## src/dswec_pkg.sv

```systemverilog
// ------------------------------------------------------------------------
// dswec_pkg
// Types and constants of the DMA stride/wrap encoder and checker.
// ------------------------------------------------------------------------
package dswec_pkg;

	localparam int SIZE_W   = 32;
	localparam int EW_W     = 7;
	localparam int GL_W     = 3;
	localparam int MASK_W   = (1 << GL_W) - 1;
	localparam int PROD_W   = SIZE_W + EW_W;
	localparam int HS0_W    = 35;
	localparam int HS_W     = 31;
	localparam int HT_W     = 34;
	localparam int STATUS_W = 4;
	localparam int DIM_W    = 2;
	localparam int NDIM     = 4;

	localparam logic [GL_W-1:0] GL_RESET = 3'd5;

	localparam int STEP_LOG2_SHIM = 20;
	localparam int STEP_LOG2_MEM  = 17;
	localparam int STEP_LOG2_CORE = 13;
	localparam int WRAP_LOG2_SHIM = 10;
	localparam int WRAP_LOG2_MEM  = 10;
	localparam int WRAP_LOG2_CORE = 8;
	localparam int ITER_LOG2      = 6;
	localparam int ITER_SIZE_MAX  = (1 << ITER_LOG2) + 1;

	typedef enum logic [1:0] {
		TILE_SHIM = 2'd0,
		TILE_MEM  = 2'd1,
		TILE_CORE = 2'd2,
		TILE_NONE = 2'd3
	} tile_kind_e;

	typedef enum logic [STATUS_W-1:0] {
		ST_OK            = 4'd0,
		ST_TILE          = 4'd1,
		ST_SIZE_NONPOS   = 4'd2,
		ST_SIZE0_ALIGN   = 4'd3,
		ST_STRIDE_NONPOS = 4'd4,
		ST_STRIDE3_NEG   = 4'd5,
		ST_STRIDE_ALIGN  = 4'd6,
		ST_SIZE0_RANGE   = 4'd7,
		ST_SIZE1_RANGE   = 4'd8,
		ST_SIZE3_RANGE   = 4'd9,
		ST_STRIDE_RANGE  = 4'd10,
		ST_STRIDE3_RANGE = 4'd11
	} status_e;

	typedef struct packed {
		logic signed [SIZE_W-1:0] size_d0;
		logic signed [SIZE_W-1:0] size_d1;
		logic signed [SIZE_W-1:0] size_d2;
		logic signed [SIZE_W-1:0] size_d3;
		logic signed [SIZE_W-1:0] stride_d0;
		logic signed [SIZE_W-1:0] stride_d1;
		logic signed [SIZE_W-1:0] stride_d2;
		logic signed [SIZE_W-1:0] stride_d3;
		logic [EW_W-1:0]          elem_width;
		logic [1:0]               tile_kind;
	} req_t;

	typedef struct packed {
		logic [HS0_W-1:0]    hw_size_d0;
		logic [HS_W-1:0]     hw_size_d1;
		logic [HS_W-1:0]     hw_size_d2;
		logic [HS_W-1:0]     hw_size_d3;
		logic [HT_W-1:0]     hw_stride_d0;
		logic [HT_W-1:0]     hw_stride_d1;
		logic [HT_W-1:0]     hw_stride_d2;
		logic [HT_W-1:0]     hw_stride_d3;
		logic [STATUS_W-1:0] status;
		logic [DIM_W-1:0]    error_dim;
	} desc_t;

	// encoder to checker
	typedef struct packed {
		logic [PROD_W-1:0]            hs0;
		logic [NDIM-1:0][PROD_W-1:0]  ht;
		logic                         mis_sz0;
		logic [NDIM-1:0]              mis_st;
	} enc_t;

endpackage

```

## src/dswec_if.sv

```systemverilog
// ------------------------------------------------------------------------
// dswec_if
// Valid/ready channels: request, descriptor and configuration.
// ------------------------------------------------------------------------
interface dswec_req_if import dswec_pkg::*; ();
	logic valid;
	logic ready;
	req_t data;
	modport source (output valid, output data, input ready);
	modport sink (input valid, input data, output ready);
endinterface

interface dswec_desc_if import dswec_pkg::*; ();
	logic  valid;
	logic  ready;
	desc_t data;
	modport source (output valid, output data, input ready);
	modport sink (input valid, input data, output ready);
endinterface

interface dswec_cfg_if import dswec_pkg::*; ();
	logic            valid;
	logic            ready;
	logic [GL_W-1:0] data;
	modport source (output valid, output data, input ready);
	modport sink (input valid, input data, output ready);
endinterface

```

## src/dswec_encode.sv

```systemverilog
// ------------------------------------------------------------------------
// dswec_encode
// Element-to-granule scaling of sizes and strides, alignment flags.
// ------------------------------------------------------------------------
module dswec_encode import dswec_pkg::*; (
	input  req_t            req,
	input  logic [GL_W-1:0] gl,
	output enc_t            enc
);

	logic signed [SIZE_W-1:0] st_v [NDIM];
	logic signed [SIZE_W-1:0] sz_v [NDIM];
	logic signed [EW_W:0]     ew_s;
	logic signed [PROD_W-1:0] p_sz0;
	logic signed [PROD_W-1:0] p_st [NDIM];
	logic signed [PROD_W-1:0] q_st [NDIM];
	logic [PROD_W-1:0]        step [NDIM];
	logic [MASK_W-1:0]        gmask;

	assign st_v[0] = req.stride_d0;
	assign st_v[1] = req.stride_d1;
	assign st_v[2] = req.stride_d2;
	assign st_v[3] = req.stride_d3;
	assign sz_v[0] = req.size_d0;
	assign sz_v[1] = req.size_d1;
	assign sz_v[2] = req.size_d2;
	assign sz_v[3] = req.size_d3;

	assign ew_s  = $signed({1'b0, req.elem_width});
	assign gmask = MASK_W'(({1'b0, MASK_W'(0)} | (MASK_W+1)'(1)) << gl) - MASK_W'(1);
	assign p_sz0 = req.size_d0 * ew_s;

	always_comb begin
		for (int i = 0; i < NDIM; i++) begin
			p_st[i] = st_v[i] * ew_s;
			q_st[i] = p_st[i] >>> gl;
			// floor(p/g) - 1, zero when not above zero
			if (!q_st[i][PROD_W-1] && (q_st[i] != '0)) begin
				step[i] = PROD_W'(q_st[i]) - PROD_W'(1);
			end else begin
				step[i] = '0;
			end
			enc.mis_st[i] = |(p_st[i][MASK_W-1:0] & gmask);
		end
		enc.hs0     = PROD_W'(p_sz0 >>> gl);
		enc.mis_sz0 = |(p_sz0[MASK_W-1:0] & gmask);
		enc.ht[0]   = step[0];
		for (int i = 1; i < NDIM; i++) begin
			enc.ht[i] = (sz_v[i] > 32'sd1) ? step[i] : '0;
		end
		if (st_v[3] <= 32'sd0) begin
			enc.ht[3] = '0;
		end
	end

endmodule

```

## src/dswec_check.sv

```systemverilog
// ------------------------------------------------------------------------
// dswec_check
// Tile limit checks, status priority and descriptor assembly.
// ------------------------------------------------------------------------
module dswec_check import dswec_pkg::*; (
	input  req_t  req,
	input  enc_t  enc,
	output desc_t desc
);

	logic [PROD_W-1:0] wrap_max;
	logic [PROD_W-1:0] step_max;
	logic              tile_ok;
	logic              linear;
	status_e           st;
	logic [DIM_W-1:0]  dim;

	always_comb begin
		tile_ok  = 1'b1;
		wrap_max = '0;
		step_max = '0;
		case (tile_kind_e'(req.tile_kind))
			TILE_SHIM: begin
				wrap_max = (PROD_W'(1) << WRAP_LOG2_SHIM) - PROD_W'(1);
				step_max = PROD_W'(1) << STEP_LOG2_SHIM;
			end
			TILE_MEM: begin
				wrap_max = (PROD_W'(1) << WRAP_LOG2_MEM) - PROD_W'(1);
				step_max = PROD_W'(1) << STEP_LOG2_MEM;
			end
			TILE_CORE: begin
				wrap_max = (PROD_W'(1) << WRAP_LOG2_CORE) - PROD_W'(1);
				step_max = PROD_W'(1) << STEP_LOG2_CORE;
			end
			default: begin
				tile_ok = 1'b0;
			end
		endcase
	end

	assign linear = (req.size_d1 == 32'sd1) && (req.size_d2 == 32'sd1) &&
		(req.size_d3 == 32'sd1) && (req.stride_d0 == 32'sd1) &&
		(req.stride_d1 == 32'sd0) && (req.stride_d2 == 32'sd0) &&
		(req.stride_d3 == 32'sd0);

	always_comb begin
		st  = ST_OK;
		dim = 2'd0;
		if (!tile_ok) begin
			st = ST_TILE;
		end else if (req.size_d0 <= 32'sd0) begin
			st = ST_SIZE_NONPOS; dim = 2'd0;
		end else if (req.size_d1 <= 32'sd0) begin
			st = ST_SIZE_NONPOS; dim = 2'd1;
		end else if (req.size_d2 <= 32'sd0) begin
			st = ST_SIZE_NONPOS; dim = 2'd2;
		end else if (req.size_d3 <= 32'sd0) begin
			st = ST_SIZE_NONPOS; dim = 2'd3;
		end else if (enc.mis_sz0) begin
			st = ST_SIZE0_ALIGN;
		end else if (linear) begin
			st = ST_OK;
		end else if (req.size_d0 > 32'sd1 && req.stride_d0 < 32'sd1) begin
			st = ST_STRIDE_NONPOS; dim = 2'd0;
		end else if (req.size_d1 > 32'sd1 && req.stride_d1 < 32'sd1) begin
			st = ST_STRIDE_NONPOS; dim = 2'd1;
		end else if (req.size_d2 > 32'sd1 && req.stride_d2 < 32'sd1) begin
			st = ST_STRIDE_NONPOS; dim = 2'd2;
		end else if (req.size_d3 > 32'sd1 && req.stride_d3 < 32'sd0) begin
			st = ST_STRIDE3_NEG; dim = 2'd3;
		end else if (enc.mis_st[0] && req.stride_d0 != 32'sd1) begin
			st = ST_STRIDE_ALIGN; dim = 2'd0;
		end else if (enc.mis_st[1]) begin
			st = ST_STRIDE_ALIGN; dim = 2'd1;
		end else if (enc.mis_st[2]) begin
			st = ST_STRIDE_ALIGN; dim = 2'd2;
		end else if (enc.mis_st[3]) begin
			st = ST_STRIDE_ALIGN; dim = 2'd3;
		end else if (enc.hs0 > wrap_max) begin
			st = ST_SIZE0_RANGE; dim = 2'd0;
		end else if (PROD_W'(req.size_d1) > wrap_max) begin
			st = ST_SIZE1_RANGE; dim = 2'd1;
		end else if (req.size_d3 > $signed(SIZE_W'(ITER_SIZE_MAX))) begin
			st = ST_SIZE3_RANGE; dim = 2'd3;
		end else if (enc.ht[0] > step_max) begin
			st = ST_STRIDE_RANGE; dim = 2'd0;
		end else if (enc.ht[1] > step_max) begin
			st = ST_STRIDE_RANGE; dim = 2'd1;
		end else if (enc.ht[2] > step_max) begin
			st = ST_STRIDE_RANGE; dim = 2'd2;
		end else if (enc.ht[3] > step_max) begin
			st = ST_STRIDE3_RANGE; dim = 2'd3;
		end
	end

	always_comb begin
		desc = '0;
		desc.status    = st;
		desc.error_dim = dim;
		if (st == ST_OK) begin
			desc.hw_size_d0   = enc.hs0[HS0_W-1:0];
			desc.hw_size_d1   = req.size_d1[HS_W-1:0];
			desc.hw_size_d2   = req.size_d2[HS_W-1:0];
			desc.hw_size_d3   = (req.size_d3 > 32'sd1) ?
				HS_W'(req.size_d3 - 32'sd1) : '0;
			desc.hw_stride_d0 = enc.ht[0][HT_W-1:0];
			desc.hw_stride_d1 = enc.ht[1][HT_W-1:0];
			desc.hw_stride_d2 = enc.ht[2][HT_W-1:0];
			desc.hw_stride_d3 = enc.ht[3][HT_W-1:0];
		end
	end

endmodule

```

## src/dma_stride_wrap_encode_check_top.sv

```systemverilog
// ------------------------------------------------------------------------
// dma_stride_wrap_encode_check_top
// Four-dimension DMA request to descriptor encoder with tile limit check.
// ------------------------------------------------------------------------
// Takes one request word per cycle while req.ready is high: each is held
// in an input register, scaled and checked in one pass, and its descriptor
// word lands in a result register. Throughput is one word per clock while
// desc.ready is high; the result register frees as it is taken, so a
// stalled output holds at most two words before req.ready drops.
// granularity_log2 resets to 5 (32-bit granules); the user writes it
// through cfg only while no word is in flight, not enforced by the block.
module dma_stride_wrap_encode_check_top import dswec_pkg::*; (
	input logic           clk,
	input logic           arst_n,
	dswec_req_if.sink     req,
	dswec_desc_if.source  desc,
	dswec_cfg_if.sink     cfg
);

	logic [GL_W-1:0] gran_log2_q;
	req_t            req_s1;
	logic            valid_s1;
	desc_t           desc_s2;
	logic            valid_s2;
	logic            adv_s2;
	enc_t            enc;
	desc_t           res;

	assign cfg.ready = 1'b1;

	always_ff @(posedge clk or negedge arst_n) begin
		if (!arst_n) begin
			gran_log2_q <= GL_RESET;
		end else if (cfg.valid && cfg.ready) begin
			gran_log2_q <= cfg.data;
		end
	end

	assign adv_s2    = !valid_s2 || desc.ready;
	assign req.ready = !valid_s1 || adv_s2;

	always_ff @(posedge clk or negedge arst_n) begin
		if (!arst_n) begin
			valid_s1 <= 1'b0;
			valid_s2 <= 1'b0;
		end else begin
			if (req.ready) begin
				valid_s1 <= req.valid;
			end
			if (adv_s2) begin
				valid_s2 <= valid_s1;
			end
		end
	end

	always_ff @(posedge clk) begin
		if (req.valid && req.ready) begin
			req_s1 <= req.data;
		end
		if (adv_s2 && valid_s1) begin
			desc_s2 <= res;
		end
	end

	dswec_encode u_encode (
		.req (req_s1),
		.gl  (gran_log2_q),
		.enc (enc)
	);

	dswec_check u_check (
		.req  (req_s1),
		.enc  (enc),
		.desc (res)
	);

	assign desc.valid = valid_s2;
	assign desc.data  = desc_s2;

endmodule

```

## src/flat_wrapper.sv

```systemverilog
// flat-port wrapper written by rule: the top's interface ports become plain ports
module dma_stride_wrap_encode_check_top_flat import dswec_pkg::*;
  (clk, arst_n, req_valid, req_data, req_ready, desc_valid, desc_data, desc_ready, cfg_valid, cfg_data, cfg_ready);
  dswec_req_if req_i ();
  dswec_desc_if desc_i ();
  dswec_cfg_if cfg_i ();
  input logic clk;
  input logic arst_n;
  input wire logic [$bits(req_i.valid)-1:0] req_valid;
  input wire logic [$bits(req_i.data)-1:0] req_data;
  output wire logic [$bits(req_i.ready)-1:0] req_ready;
  output wire logic [$bits(desc_i.valid)-1:0] desc_valid;
  output wire logic [$bits(desc_i.data)-1:0] desc_data;
  input wire logic [$bits(desc_i.ready)-1:0] desc_ready;
  input wire logic [$bits(cfg_i.valid)-1:0] cfg_valid;
  input wire logic [$bits(cfg_i.data)-1:0] cfg_data;
  output wire logic [$bits(cfg_i.ready)-1:0] cfg_ready;
  assign req_i.valid = req_valid;
  assign req_i.data = req_data;
  assign req_ready = req_i.ready;
  assign desc_valid = desc_i.valid;
  assign desc_data = desc_i.data;
  assign desc_i.ready = desc_ready;
  assign cfg_i.valid = cfg_valid;
  assign cfg_i.data = cfg_data;
  assign cfg_ready = cfg_i.ready;
  dma_stride_wrap_encode_check_top u_core (.clk(clk), .arst_n(arst_n), .req(req_i), .desc(desc_i), .cfg(cfg_i));
endmodule
```

## config.mk

```make
export PLATFORM = sky130hd
export DESIGN_NAME = dma_stride_wrap_encode_check_top_flat
export DESIGN_NICKNAME = d
export VERILOG_FILES = /design/src/dswec_pkg.sv /design/src/dswec_if.sv /design/src/dswec_encode.sv /design/src/dswec_check.sv /design/src/dma_stride_wrap_encode_check_top.sv /design/src/flat_wrapper.sv
export SDC_FILE = /design/constraint.sdc
export NUM_CORES = 2
export LEC_CHECK = 0
export BUFFER_PORTS_ARGS = -buffer_cell sky130_fd_sc_hd__buf_2
export CAP_MARGIN = 25
export CELL_PAD_IN_SITES_DETAIL_PLACEMENT = 0
export CELL_PAD_IN_SITES_GLOBAL_PLACEMENT = 1
export CORE_UTILIZATION = 25
export CTS_CLUSTER_SIZE = 14
export DETAILED_ROUTE_END_ITERATION = 6
export PLACE_DENSITY = 0.56
export SYNTH_ARGS = -nofsm -noshare
export SYNTH_HDL_FRONTEND = slang
export SYNTH_SLANG_ARGS = --single-unit
```

## constraint.sdc

```tcl
create_clock -name clk -period 29.4 [get_ports clk]
set_clock_uncertainty 0.1 [all_clocks]
set_input_delay 1.47 -clock clk [delete_from_list [all_inputs] [get_ports clk]]
set_output_delay 1.47 -clock clk [all_outputs]
set_load 0.1 [all_outputs]
```

==> summary.md <==
| Metric | Value |
|---|---|
| Post-synthesis mux area share | 3.007% |
| Total CTS buffers | 69 |
| Main combinational cell family by area after synthesis | adder cells |
| Rel. slew slack | 16.72% |
| Placed cell areas | 84300 µm² |
| CP max stage delay | 780 ps |
| Drt initial violations | 4713 |
| Hpwl dp | 239500 µm |
| Count of final max-slew check failures | 0 |
| Worst-margin pin slew | 1238 ps |
| GP Congestion | 0.8984 |
| Clock Path Buffers | 3 |
| Largest net degree at the start of global routing | 161 |
| Tot Pwr | 0.01092 W |
| Post-CTS setup buffer count | 0 |
| Die H | 557.3 µm |
| Adder-Cell Fraction of Synth Area | 28.30% |
| Post-synthesis cell area | 77100 µm² |
| Reg clk slew, reported paths | 60 ps |
| Bufs and invs on worst path | 4 |
| Vias | 66818 |
| Seq/Total Area, Yosys | 21.00% |
| Sw frac | 59.05% |
| Post-synthesis cell count | 8641 |
| WL/cell | 23.00 µm |
| Final setup viols | 0 |
| TritonRoute pass-1 iters | 7 |
| DR vias/cell | 5.084 |
| Chip width | 557.3 µm |
| Post-synth EDFFs | 535 |
| Synth Flop Type | edfxtp_1 |
| Post-synthesis xor/xnor area fraction | 3.009% |
| Yosys cell types | 122 |
| Switching power | 0.006447 W |
| Critical path peak fanout | 71 |
| Post-layout minimum cycle time | 13480 ps |
| Pint | 0.004472 W |
| Row count | 203 |
| CP endpoint kind | register |
| Worst Setup SP | u_core.req_s1[4] |
| Status | finished, violations left |
| Post-synthesis simple-gate area fraction | 21.64% |
| Crit path DAT | 13790 ps |
| # nets final | 10501 |
| Layout cells sized above 1 | 10.97% |
| RSZ-0062 raised after global routing | no |
| Hold Path Class | reg -> reg |
| Resized cells post-CTS | 0 |
| FF-to-FF Start | u_core.req_s1[4] |
| H-tree levels | 3 |
| Multi-input logic area | 55050 µm² |
| Leakage | 36.72 nW |
| Final Hold Violating Endpoints | 0 |
| IO Pins | 546 |
| Max Cap Viol | 0 |
| Worst vdd ir | 0.05825 mV |
| Worst reg2reg endpoint | u_core.desc.data[58] |
| Startpoint types | register |
| Sequential cell area | 16200 µm² |
| Finished Cell Area | 86700 µm² |
| Crit path capture | u_core.desc.data[58] |
| Layout area overhead | 12.45% |
| Vias in the first global route | 68868 |
| GRT overflow | 0 |
| Most frequent CP cell | fa_1 |
| Synth warn | 0 |
| WP depth | 34 |
| Initial Util | 25.17% |
| R2R setup slack | 15920 ps |
| Post-synthesis register bit count | 540 |
| Initial antenna violation count | 43 |
| Failing checks | design-rule violations |
| Root Buffer | clkbuf_16 |
| Clock sink count | 540 |
| Input/output buffers | 544 |
| Slowest CP cell | buf_4 |
| Post-DRT Antenna Nets | 0 |
| FFs w/ async S/R, synth | 0.9259% |
| Avg Inst Size Synth | 8.923 µm² |
| Crit path max-delay family | compound AO/OA/AOI/OAI gates |
| Comb pwr share | 82.9% |
| Worst Path Required | 29710 ps |
| CTS tree | built |
| Clock latency on the worst-skew pair | 700 ps |
| Hold Buf Count CTS | 0 |
| Clk pwr share | 8.2% |
| Final std cells w/o fill | 13142 |
| Final period utilization | 45.85% |
| Wirelength, routed | 302200 µm |
| Power Dens Cells | 125.9 nW/µm² |
| F_max | 0.07419 GHz |
| Placed cells | 13002 |
| First-pass GRT wire length | 449800 µm |
| Setup TNS | 0 ps |
| GRT Resource Usage Total | 19.16% |
| Crit Path Class | reg -> reg |
| Register share of total power | 8.9% |
| Die ar. | 310600 µm² |
| Post-synthesis compound-gate area fraction | 14.99% |
| # fillers | 32893 |
| CORE AREA | 306300 µm² |
| DRC | 14 |
| Reg2reg path depth | 34 |
## cell usage in the layout (no fill, tap or decap), drive strengths merged, types with 108 or more instances in the layout
cell       n
ha       432
nand2    755
buf      637
xnor2    164
o21ai    276
a21oi    393
nand4    139
nand3    146
nor2     431
edfxtp   535
nor3     250
mux2i    127
fa       820
nor4     108
inv     1178
and2     855
## cell type report
cell class	instances	area share, %
Antenna cell	12	0.03464
Clock inverter	47	0.6408
Inverter	1170	5.074
Sequential cell	540	18.69
Timing Repair Buffer	639	4.100
Tap cell	4100	5.917
Multi-Input combinational cell	6556	63.50
Clock buffer	78	2.042
## worst min path at each step
stage                               start           endpoint  slack (ps)  cells after the start
final                     u_core.valid_s1  u_core.desc.valid         400                      1
after CTS                          arst_n    u_core.valid_s1         410                      1
after floorplan           u_core.valid_s1  u_core.desc.valid         350                      1
after detailed placement  u_core.valid_s1  u_core.desc.valid         390                      1
after global routing      u_core.valid_s1  u_core.desc.valid         430                      1
after global placement    u_core.valid_s1  u_core.desc.valid         370                      1
## state kept, by name, indices dropped and copies added (netlist names)
name and flops:
u_core.req_s1 265, u_core.desc.data 270, u_core.desc.valid 1, u_core.valid_s1 1, u_core.gran_log2_q 3
## cell usage after synthesis, drive strengths merged (48+ instances only)
cell type	instances	share of area [%]
edfxtp	535	21
xnor2	164	1.9
nand2	755	3.7
nand4	139	1.1
fa	820	21
nor3	250	1.9
clkbuf	325	1.6
xor2	94	1.1
mux2i	127	1.6
a21oi	393	2.6
nor2	431	2.1
and3	71	0.58
ha	432	7.0
inv	1169	5.7
nor4	108	0.91
o21a	70	0.68
o211ai	82	0.81
a31oi	65	0.53
o21ai	276	1.8
a211oi	101	1.0
a21o	87	0.85
nand3	146	0.95
and2	855	6.9
nand2b	48	0.39
buf	121	0.76
a221oi	50	0.59
## cells by family after synthesis
kind of cell / after synthesis
buffers and inverters: 1616
adder cells (fa/ha/maj): 1252
AND/OR/NAND/NOR: 3112
multiplexers: 197
flip-flops: 540
XOR/XNOR: 260
other: 2
AO/OA/AOI/OAI: 1662
## layer usage
layer | track usage [%] | wire [µm]
met3 | 2.173 | 14730
met5 | 0 | 39
met2 | 34.30 | 151700
met4 | 5.843 | 9905
met1 | 23.94 | 125800
## per-stage QoR
stage / setup WS [ps] / util, % / hold WS, ps
CTS: 16080 / 28.28 / 409.6
floorplan: 19310 / - / 349.0
detailed placement: 16080 / 27.52 / 390.3
finish: 15920 / 28.30 / 404.5
global route: 15210 / 28.29 / 432.8
global placement: 15930 / 27.50 / 370.4
## worst reg2reg max path: cells and delay by family, from the launching register on
kind	cells	cell delay, ps
flip-flops	1	320
buffers and inverters	4	1910
AO/OA/AOI/OAI	13	4930
adder cells (fa/ha/maj)	6	2910
AND/OR/NAND/NOR	11	3030
## power groups by stage
stage          Clock [W]  Sequential (W)  Combinational, W
6_report        0.000890        0.000975           0.00905
4_1_cts         0.000927        0.000975           0.00900
5_1_grt         0.000948        0.000981           0.00990
3_3_place_gp           0        0.000991           0.00893
3_5_place_dp           0        0.000990           0.00894
2_1_floorplan          0         0.00114           0.00623
No activity file was read; power rests on OpenSTA's default activity.
